File: src/design/audio_block_rms_db_meter_core_assert.svh
`ifndef AUDIO_BLOCK_RMS_DB_METER_CORE_ASSERT_SVH
`define AUDIO_BLOCK_RMS_DB_METER_CORE_ASSERT_SVH

// Condition that must hold at every clock edge outside reset
`define ABRM_ASSERT(label, cond) \
   label: assert property (@(posedge clock) disable iff (reset) (cond)) \
      else $error("abrm check failed");

// Condition in one cycle implies a condition in the next
`define ABRM_ASSERT_NEXT(label, pre, post) \
   label: assert property (@(posedge clock) disable iff (reset) (pre) |=> (post)) \
      else $error("abrm sequence check failed");

`endif

File: src/design/abrm_pkg.sv
package abrm_pkg;

   localparam int MAX_BLOCK = 1024;
   localparam int SAMPLE_W  = 16;
   localparam int SUM_W     = 41;
   localparam int COUNT_W   = $clog2(MAX_BLOCK + 1);
   localparam int RMS_W     = 24;
   localparam int DB_W      = 16;
   localparam int CSR_W     = 16;
   localparam int CSR_IDX_W = 1;

   // Dividend is sum << 16
   localparam int WORK_W    = SUM_W + 16;
   localparam int REM_W     = RMS_W + 1;
   localparam int SUB_W     = RMS_W + 4;
   localparam int MUL_W     = 33;
   localparam int MANT_W    = 31;
   localparam int FRAC_W    = 16;
   localparam int LOG_W     = 6 + FRAC_W;
   localparam int V_W       = 55;
   localparam int STEP_W    = 6;

   localparam logic [15:0] LN2_Q16 = 16'd45426;
   localparam logic [CSR_W-1:0] DB_GAIN_RESET   = 16'd2151;
   localparam logic [CSR_W-1:0] DB_OFFSET_RESET = 16'd5347;

   typedef enum logic [CSR_IDX_W-1:0] {
      CSR_DB_GAIN   = 1'b0,
      CSR_DB_OFFSET = 1'b1
   } csr_index_type;

   typedef enum logic [3:0] {
      ST_IDLE,
      ST_DIV,
      ST_SQRT,
      ST_NORM,
      ST_LOGSQ,
      ST_GAIN,
      ST_SCALE,
      ST_FINISH,
      ST_DONE
   } state_type;

   // Finished block handed to the post-processing sequencer
   typedef struct packed {
      logic [SUM_W-1:0]   sum;
      logic [COUNT_W-1:0] count;
   } blk_type;

   typedef struct packed {
      logic [RMS_W-1:0]       rms;
      logic signed [DB_W-1:0] db;
      logic                   silent;
   } res_type;

endpackage

File: src/design/abrm_accum.sv
module abrm_accum
   import abrm_pkg::*;
(
   input  logic                       clock,
   input  logic                       reset,
   input  logic                       accept,
   input  logic signed [SAMPLE_W-1:0] sample,
   input  logic                       last,
   output logic                       start,
   output blk_type                    blk
);

   logic [SUM_W-1:0]    sum_ff, sum_in;
   logic [COUNT_W-1:0]  count_ff, count_in;
   logic [SAMPLE_W-1:0] mag;
   logic [31:0]         sq;
   logic [SUM_W-1:0]    sum_new;
   logic [COUNT_W-1:0]  count_new;
   logic                block_end;

   // Magnitude and square; the most negative sample maps to 0x8000
   assign mag       = sample[SAMPLE_W-1] ? (~sample + 1'b1) : sample;
   assign sq        = mag * mag;
   assign sum_new   = sum_ff + {{(SUM_W-32){1'b0}}, sq};
   assign count_new = count_ff + 1'b1;
   assign block_end = last || (count_new == COUNT_W'(MAX_BLOCK));

   assign start     = accept && block_end;
   assign blk.sum   = sum_new;
   assign blk.count = count_new;

   always_comb begin
      sum_in   = sum_ff;
      count_in = count_ff;
      if (accept) begin
         if (block_end) begin
            sum_in   = '0;
            count_in = '0;
         end else begin
            sum_in   = sum_new;
            count_in = count_new;
         end
      end
   end

   always_ff @(posedge clock) begin
      if (reset) begin
         sum_ff   <= '0;
         count_ff <= '0;
      end else begin
         sum_ff   <= sum_in;
         count_ff <= count_in;
      end
   end

endmodule

File: config.mk
export PLATFORM = sky130hd
export DESIGN_NAME = abrm_accum
export DESIGN_NICKNAME = d
export VERILOG_FILES = /design/src/design/audio_block_rms_db_meter_core_assert.svh /design/src/design/abrm_pkg.sv /design/src/design/abrm_accum.sv
export SDC_FILE = /design/constraint.sdc
export NUM_CORES = 1
export LEC_CHECK = 0
export BUFFER_PORTS_ARGS = -buffer_cell sky130_fd_sc_hd__buf_4
export CAP_MARGIN = 15
export CORE_ASPECT_RATIO = 0.75
export CORE_MARGIN = 2
export CORE_UTILIZATION = 60
export CTS_BUF_LIST = sky130_fd_sc_hd__clkbuf_8
export CTS_CLUSTER_SIZE = 8
export DETAILED_ROUTE_END_ITERATION = 10
export PLACE_DENSITY_LB_ADDON = 0.05
export SLEW_MARGIN = 15
export SYNTH_ARGS = -nofsm -noshare
export SYNTH_HDL_FRONTEND = slang
export SYNTH_SLANG_ARGS = --single-unit
File: constraint.sdc
create_clock -name clock -period 30.2 [get_ports clock]
set_input_delay 4.53 -clock clock [delete_from_list [all_inputs] [get_ports clock]]
set_output_delay 4.53 -clock clock [all_outputs]
set_load 0.05 [all_outputs]
==> results by group, run 1 <==
Placement
  – Port Buffer Count: just over 70
  – Placed wire-length estimate: about 24 mm
  – Routability congestion estimate: 0.936
  – Placed cells: 1566

Min path
  – Worst hold path class: reg -> reg
  – Worst hold start: sum_ff[30]

STA
  – Period minus WS final: 17.06 ns
  – Setup violators final: 0
  – Setup Skew: 0.0135 ns
  – Setup TNS: 0 ns
  – Unrepaired setup endpoints after global routing: no
  – Worst Tran Pin Value: 1.21 ns
  – Hold Vio Cnt, Final: 0
  – Slew Viols, Final: 0
  – WHS: 0.496 ns
  – Fmax: between 50 and 60 MHz
  – Fin crit share: 56.5%
  – Max-slew headroom: 18.9%

Logic synthesis
  – Synth Register Bits: 52
  – Post-synth top cells: 326 x inv_1, 192 x fa_1, 114 x nor2_1, 108 x ha_1, 102 x nand2_1
  – Post-Synthesis Cell Area: 10900 um2
  – Count leader, synth: inv_1
  – Asr flop ratio synth: 0%
  – Top_reg_cell synth: dfxtp_1
  – Cell variety after synth: 73
  – Synth top area share: 35.2%
  – Ys Warns: 0
  – Post-synth top area cell: fa_1
  – Top post-synthesis cells by area: fa_1 35%, ha_1 12%, inv_1 11%, dfxtp_1 9.5%, nor2_1 3.9%
  – EDFF count, synth: 0
  – Gate Count Post-Synth: between 1000 and 1500
  – Sequential-to-total area share from yosys stat: a little under a tenth
  – Synth Area per Inst: around 8.6 um2

CTS
  – Root buffer cell: clkbuf_8
  – CTS tree: yes
  – Hold Buf Count CTS: 0
  – Worst-Skew Late Latency: around 0.32 ns
  – Largest buffer count on any clock path: 2
  – Total clock sinks: 52
  – Post-CTS setup buffer count: 0
  – PostCTS Resize Cnt: 0
  – CTS clk-pin slew, worst paths: 0.10 ns
  – Num CTS Buffers: 5
  – H-tree depth: 2

Finish
  – Layout cells sized above 1: 9.98%
  – Final core utilization: 66.2%
  – Area delta synth->final: 7.38%
  – ANT cells: 0
  – Area of the multi-input gates: 8380 um2
  – Fin nets: roughly 1700
  – Layout Cells excl Fill: 1574
  – Filler cell count: 1551
  – Register area: 1040 um2

Floorplan
  – Total core area: 17700 um2
  – I/O Pins: 73
  – FP Rows: 42
  – Die area: ~19000 um2
  – Die W: about 160 um
  – Die Ht: 121 um
  – Starting density of the core: 61.6%

Worst setup path
  – Critical path launch point type: input port
  – Worst EP required: 25.67 ns
  – Crit path from: sample[0]
  – Crit path DAT: 12.53 ns
  – CP Class: in -> out
  – Max Fanout on Critical Path: 10
  – Worst setup EP type: primary output
  – RR Startpoint: sum_ff[8]

Global routing
  – First-pass GRT wire length: around 47 mm
  – Initial antenna violation count: 0
  – Grt total ovfl: 0
  – Largest net degree at the start of global routing: 37
  – Number of global-route vias before repair: 8539
  – GRT Overall Usage: a little under a third

Detailed routing
  – DRC Markers: 0
  – Vias: 8506
  – First-pass detailed-route iteration total: 5
  – Post-route ant nets: 0
  – WL/cell: between 15 and 20 um
  – DRT Wirelength: 28.2 mm
  – Vias per cell: 5.40
  – DRT iter0 DRCs: 564

Outcome
  – Outcome: finished clean

Run
  – Max cap viols: 0
-- worst paths after layout --
check	end	slack (ns)	cells past startpoint
worst max-delay path	blk[51]	13.14	28
worst min-delay path	sum_ff[30]	0.50	1
worst max register to register	sum_ff[29]	25.04	17
worst min register to register	sum_ff[30]	0.50	1
-- cell families after synthesis --
group / Yosys count / share of synthesized area, %
compound gates: 182 / 11.9
xor+xnor: 65 / 5.42
fa+ha+maj: 300 / 47.6
buf+inv: 388 / 14.0
flops: 52 / 9.54
mux: 1 / 0.0917
other cells: 2 / 0.0688
simple gates: 286 / 11.4
-- placed cells by master, fill, tap and decap left out, drive strengths merged, types with 2 or more instances in the layout --
cell type | Yosys | routed
inv | 346 | 346
fa | 192 | 192
nor2 | 114 | 114
ha | 108 | 108
nand2 | 102 | 102
buf | 10 | 80
dfxtp | 52 | 52
a21oi | 41 | 41
xnor2 | 36 | 36
o21ai | 31 | 31
xor2 | 29 | 29
a22oi | 28 | 28
nand3 | 19 | 19
a21o | 19 | 19
a31oi | 13 | 13
and3 | 12 | 12
a22o | 10 | 10
conb | 2 | 10
nor3 | 9 | 9
o21bai | 7 | 7
nand2b | 6 | 6
nand4 | 6 | 6
nor2b | 5 | 5
clkbuf | 30 | 5
clkinv | 2 | 5
o31ai | 4 | 4
and2 | 4 | 4
a31o | 4 | 4
a211oi | 3 | 3
o211ai | 3 | 3
nor4 | 3 | 3
a211o | 2 | 2
o2111ai | 2 | 2
o21a | 2 | 2
o41ai | 2 | 2
a21boi | 2 | 2
a311oi | 2 | 2
-- per-layer routing --
| layer | wire (um) | share of wire (%) | GRT usage (%) |
|---|---|---|---|
| met5 | 0 | 0 | 0 |
| met4 | 369 | 1.3 | 5.00 |
| met3 | 3270 | 12 | 9.16 |
| met2 | 11200 | 40 | 43.3 |
| met1 | 13300 | 47 | 48.3 |
-- layout make-up --
| class | instances | share of cell area (%) |
|---|---|---|
| Timing Repair Buffer | 80 | 5.12 |
| Tap cell | 242 | 2.58 |
| Inverter | 348 | 11.1 |
| Sequential cell | 52 | 8.88 |
| Clock inverter | 3 | 0.160 |
| Multi-Input combinational cell | 844 | 71.5 |
| Clock buffer | 5 | 0.587 |
-- flip-flops by register name (all words and copies together) (netlist names) --
register	flops
count_ff	11
sum_ff	41
-- per-stage QoR --
| stage | instance area [um2] | setup WS (ns) |
|---|---|---|
| floorplan | 10900 | 13.70 |
| global placement | 11600 | 13.44 |
| detailed placement | 11600 | 13.36 |
| CTS | 11700 | 13.28 |
| global route | 11700 | 12.75 |
| finish | 11700 | 13.14 |
-- critical path, stage by stage --
cell and delay [ns]:
buf_4 0.18, inv_2 0.18, ha_1 0.27, nand2_1 0.14, o31ai_1 0.30, xor2_1 0.78, inv_2 0.27, nand2_1 0.17
inv_1 0.07, fa_1 0.50, inv_1 0.05, fa_1 0.48, fa_1 0.51, fa_1 0.50, inv_1 0.06, fa_1 0.52
fa_1 0.50, ha_1 0.38, and3_4 0.22, and3_4 0.19, a32oi_1 0.19, o211ai_2 0.22, o21ai_1 0.27, a31oi_1 0.16
o2bb2ai_1 0.22, and3_1 0.22, xor2_1 0.19, buf_4 0.23
Power of run 1 is not shown: default switching activity piles up to over one toggle a cycle in this logic, so the estimate is an artifact.
==> run 2, diff against run 1 <==
clock period = 17.45 ns   (was 30.2 ns; I/O delays follow)
==> run 2 against run 1 <==
  * Worst hold slack lost 0.0090 ns
  * Final area grew 0.30%
  * Flip-flop and latch count unchanged
  * Global-route usage increased by 0.24 points
  * Via count fell by 1.6%
  * Critical path depth fell by 2
  * Worst setup slack worse by 8.9 ns
  * Largest cell class unchanged
  * Critical path type unchanged
  * Clock-buffer cell count did not move
  * Register-to-register slack worse by 13 ns
==> results by group, run 2 (synthesized netlist as in run 1, its figures left out) <==
Outcome
  – Outcome: finished clean

STA
  – Worst Tran Pin Value: roughly 1.1 ns
  – Period minus WS final: around 13 ns
  – Max-slew headroom: 24.6%
  – Fmax: 75.6 MHz
  – Hold Vio Cnt, Final: 0
  – Setup TNS: 0 ns
  – Unrepaired setup endpoints after global routing: no
  – Slew Viols, Final: 0
  – Setup violators final: 0
  – Setup Skew: 0.00703 ns
  – Fin crit share: 75.8%

Floorplan
  – Die W: 160 um
  – I/O Pins: 73
  – Starting density of the core: 61.6%
  – Die Ht: 121 um
  – FP Rows: between 40 and 50
  – Die area: 19300 um2
  – Total core area: 17700 um2

Worst setup path
  – Reg2reg setup slack: 12.34 ns
  – FF-to-FF path depth: 17
  – CP Class: in -> out
  – Worst path top cell family by delay: adder cells
  – RR Startpoint: sum_ff[8]
  – Crit path DAT: 10.60 ns
  – Worst path depth: 26
  – CP max stage delay: 0.60 ns
  – Critical path launch point type: input port
  – Worst EP required: 14.83 ns
  – WP buf/inv: 4
  – FF-to-FF End: sum_ff[29]
  – Most frequent CP cell: fa_1
  – Slowest CP cell: fa_1
  – Worst setup EP type: primary output
  – Max Fanout on Critical Path: 13

Global routing
  – Met2 Usage GRT: 44.2%
  – Number of global-route vias before repair: 8596
  – Most Crowded Layer GR: met1
  – Met1 usage: 47.4%
  – Initial antenna violation count: 0
  – Grt total ovfl: 0
  – First-pass GRT wire length: 46.7 mm
  – GR met3 Demand/Resource: 10.1%
  – Largest net degree at the start of global routing: 37
  – GRT Overall Usage: between 30% and 40%

Finish
  – Reg with most FFs: sum_ff
  – ANT cells: 0
  – Largest register FFs: slightly above 40
  – Commonest cells after routing, fill and taps aside: 326 x inv_1, 192 x fa_1, 113 x nor2_1, 108 x ha_1, 102 x nand2_1
  – Top flop regs: sum_ff (41), count_ff (11)
  – Fin nets: around 1700
  – Most common cell after layout, fill and taps aside: inv_1
  – Layout Cells excl Fill: 1574
  – Area delta synth->final: 7.70%
  – Final core utilization: 66.4%
  – Layout cells sized above 1: between 10 and 15%

Placement
  – Placed wire-length estimate: 23.9 mm
  – Routability congestion estimate: 0.937
  – Placed cells: approximately 1600
  – Port Buffer Count: 72

CTS
  – Total clock sinks: 52
  – Worst-Skew Late Latency: 0.32 ns
  – PostCTS Resize Cnt: 0
  – Largest buffer count on any clock path: 2
  – CTS tree: yes
  – H-tree depth: 2
  – CTS clk-pin slew, worst paths: 0.11 ns
  – Post-CTS setup buffer count: 0
  – Root buffer cell: clkbuf_8
  – Num CTS Buffers: 5
  – Hold Buf Count CTS: 0

Detailed routing
  – DRC Markers: 0
  – Vias per cell: 5.32
  – Post-route ant nets: 0
  – WL/cell: 18.0 um
  – DRT iter0 DRCs: 599
  – Vias: 8374
  – DRT Wirelength: 28.3 mm
  – First-pass detailed-route iteration total: 5

Run
  – Max cap viols: 0

Min path
  – Hold path depth: 2
  – Hold path endpoint: sum_ff[4]
  – Worst hold path class: reg -> reg
  – Worst hold start: sum_ff[4]
[run 2: metrics by stage]
stage / area (um2) / worst slack, ns / hold WS (ns)
after CTS: 11700 / 4.36 / 0.483
final: 11800 / 4.23 / 0.487
after detailed placement: 11600 / 4.41 / 0.466
after global placement: 11600 / 4.52 / 0.459
after floorplan: 10900 / 4.77 / 0.442
after global routing: 11800 / 3.94 / 0.505
[run 2: cell type report]
type / instances / area (um2)
Tap cell: 242 / 303
Inverter: 348 / 1310
Fill cell: 1540 / 5960
Clock buffer: 5 / 68.8
Clock inverter: 3 / 46.3
Multi-Input combinational cell: 844 / 8390
Timing Repair Buffer: 80 / 601
Sequential cell: 52 / 1040
[run 2: how the worst max path moves through the flow]
stage / startpoint / to / slack, ns
floorplan: sample[0] / blk[51] / 4.77
global placement: sample[0] / blk[51] / 4.52
detailed placement: sample[2] / blk[49] / 4.41
CTS: sample[2] / blk[49] / 4.36
global route: sample[2] / blk[49] / 3.94
finish: sample[2] / blk[49] / 4.23
[run 2: per-layer routing]
layer  up-vias  wire (um)
met5         -          0
met4         0        422
met3        36       3230
met2       354      11200
met1      3970      13400
li1       4014          -
[run 2: worst reg2reg max path: stages (launching register included)]
cell      delay (ns)
dfxtp_1         0.44
inv_1           0.09
fa_1            0.54
inv_1           0.05
fa_1            0.49
inv_1           0.05
fa_1            0.50
fa_1            0.60
inv_1           0.07
ha_1            0.35
a21oi_1         0.26
nand2_1         0.21
a311oi_4        0.45
o31ai_4         0.16
a21boi_2        0.21
o21ai_1         0.15
xor2_1          0.19
a22o_1          0.21
Power of run 2 is left out for the same reason.
==> run 3, diff against run 2 <==
CORE_UTILIZATION = 58   (was 60)
clock period = 11.1 ns   (was 17.45 ns; I/O delays follow)
==> run 3 against run 2 <==
  * Die area rose by 3.3%
  * Sequential share of layout area fell by 0.28 points
  * Worst setup slack got worse by 3.8 ns
  * Cell count up 3.3%
  * Register-to-register slack got worse by 6.3 ns
  * Via count is 1.5% higher
  * Worst hold slack worse by 0.0090 ns
==> results by group, run 3 (synthesized netlist as in run 1, its figures left out) <==
Outcome
  – Outcome: finished clean

STA
  – Fin crit share: 95.8%
  – Setup violators final: 0
  – Period minus WS final: 10.64 ns
  – Setup Skew: 0.00863 ns
  – Slew Viols, Final: 0
  – Worst Tran Pin Value: between 1 and 1.5 ns
  – Setup TNS: 0 ns
  – Hold Vio Cnt, Final: 0
  – Fmax: 94.0 MHz
  – Unrepaired setup endpoints after global routing: no
  – Max-slew headroom: a little under a third

Finish
  – Layout cells sized above 1: 13.2%
  – Fin nets: around 1700
  – Largest register FFs: 41
  – Top flop regs: sum_ff (41), count_ff (11)
  – Reg with most FFs: sum_ff
  – Area delta synth->final: 11.2%
  – ANT cells: 0
  – Post-route cell area: 12100 um2
  – Filler cell count: between 1500 and 2000
  – Most common cell after layout, fill and taps aside: inv_1
  – Commonest cells after routing, fill and taps aside: 326 x inv_1, 192 x fa_1, 126 x buf_4, 113 x nor2_1, 108 x ha_1

Floorplan
  – Die area: 19900 um2
  – Starting density of the core: 59.1%
  – Total core area: approximately 18000 um2
  – Die W: between 150 and 200 um
  – FP Rows: 43
  – Die Ht: 123 um
  – I/O Pins: 73

Detailed routing
  – Post-route ant nets: 0
  – DRT iter0 DRCs: 608
  – Vias per cell: 5.23
  – DRC Markers: 0
  – WL/cell: 17.0 um
  – First-pass detailed-route iteration total: 7
  – DRT Wirelength: about 28 mm
  – Vias: roughly 8500

Global routing
  – Largest net degree at the start of global routing: 37
  – Initial antenna violation count: 0
  – GRT Overall Usage: approximately 30%
  – First-pass GRT wire length: 46.4 mm
  – Grt total ovfl: 0
  – Number of global-route vias before repair: 8717

Worst setup path
  – CP Class: in -> out
  – Slowest CP cell: fa_1
  – Worst EP required: between 9 and 10 ns
  – Most frequent CP cell: fa_1
  – Critical path launch point type: input port
  – CP max stage delay: 0.58 ns
  – Max Fanout on Critical Path: 6
  – Crit path DAT: approximately 9.0 ns
  – Worst setup EP type: primary output

Placement
  – Routability congestion estimate: roughly 0.90
  – Placed wire-length estimate: 23.5 mm
  – Placed Area: 12000 um2
  – Port Buffer Count: 72

CTS
  – Largest buffer count on any clock path: 2
  – CTS tree: yes
  – Hold Buf Count CTS: 0
  – CTS clk-pin slew, worst paths: 0.11 ns
  – Total clock sinks: 52
  – H-tree depth: 2
  – Worst-Skew Late Latency: 0.34 ns
  – Num CTS Buffers: 5
  – Root buffer cell: clkbuf_8

Run
  – Max cap viols: 0

Min path
  – Worst hold path class: reg -> reg
run 3: changes by cell type in the layout (fill, tap and decap cells not counted), sizes merged:
cell,change
buf,+47
run 3: worst max-delay path: cells and delay by family:
kind | cells | cell delay, ns
xor gates and xnor gates | 2 | 0.46
adders and majority gates | 7 | 3.50
buffers and inverters | 8 | 0.80
AOI/OAI and AO/OA | 6 | 1.40
and+or+nand+nor | 6 | 1.12
run 3: metal layers:
layer | vias to the layer above | track usage, % | routed length (um)
met3 | 31 | 7.20 | 2480
met4 | 0 | 5.42 | 373
met2 | 311 | 45.0 | 11400
met5 | - | 0 | 0
li1 | 4113 | - | -
met1 | 4043 | 46.1 | 13400
run 3: final timing paths:
check        startpoint    endpoint  slack (ns)  cells after the start
max           sample[2]     blk[49]        0.46                     29
min           sum_ff[4]   sum_ff[4]        0.48                      2
max reg2reg  sum_ff[13]  sum_ff[30]        6.00                     19
min reg2reg   sum_ff[4]   sum_ff[4]        0.48                      2
run 3: metrics by stage:
step                      instances  setup slack (ns)  utilization [%]  hold WS (ns)
after floorplan                1284             0.326                -         0.442
after global placement         1618             0.339             65.0         0.458
after detailed placement       1618             0.371             65.0         0.461
after CTS                      1626             0.295             65.7         0.478
after global routing           1626            0.0680             65.8         0.503
final                          1626             0.463             65.8         0.478
run 3: layout make-up:
type	instances	area [um2]	area share, %
multi-input cells	844	8400	69.2
inverters	348	1310	10.8
flip-flops and latches	52	1040	8.58
repair buffers	127	966	7.96
well taps	247	309	2.55
clock buffers	5	68.8	0.567
clock inverters	3	46.3	0.381
run 3: repair_timing:
action / 4_1_cts / 5_1_grt
setup endpoints to repair: 0 / 5
hold endpoints to repair: 0 / 0
resized for setup: 0 / 3
buffers inserted: 0 / 0
Power of run 3 is left out for the same reason.
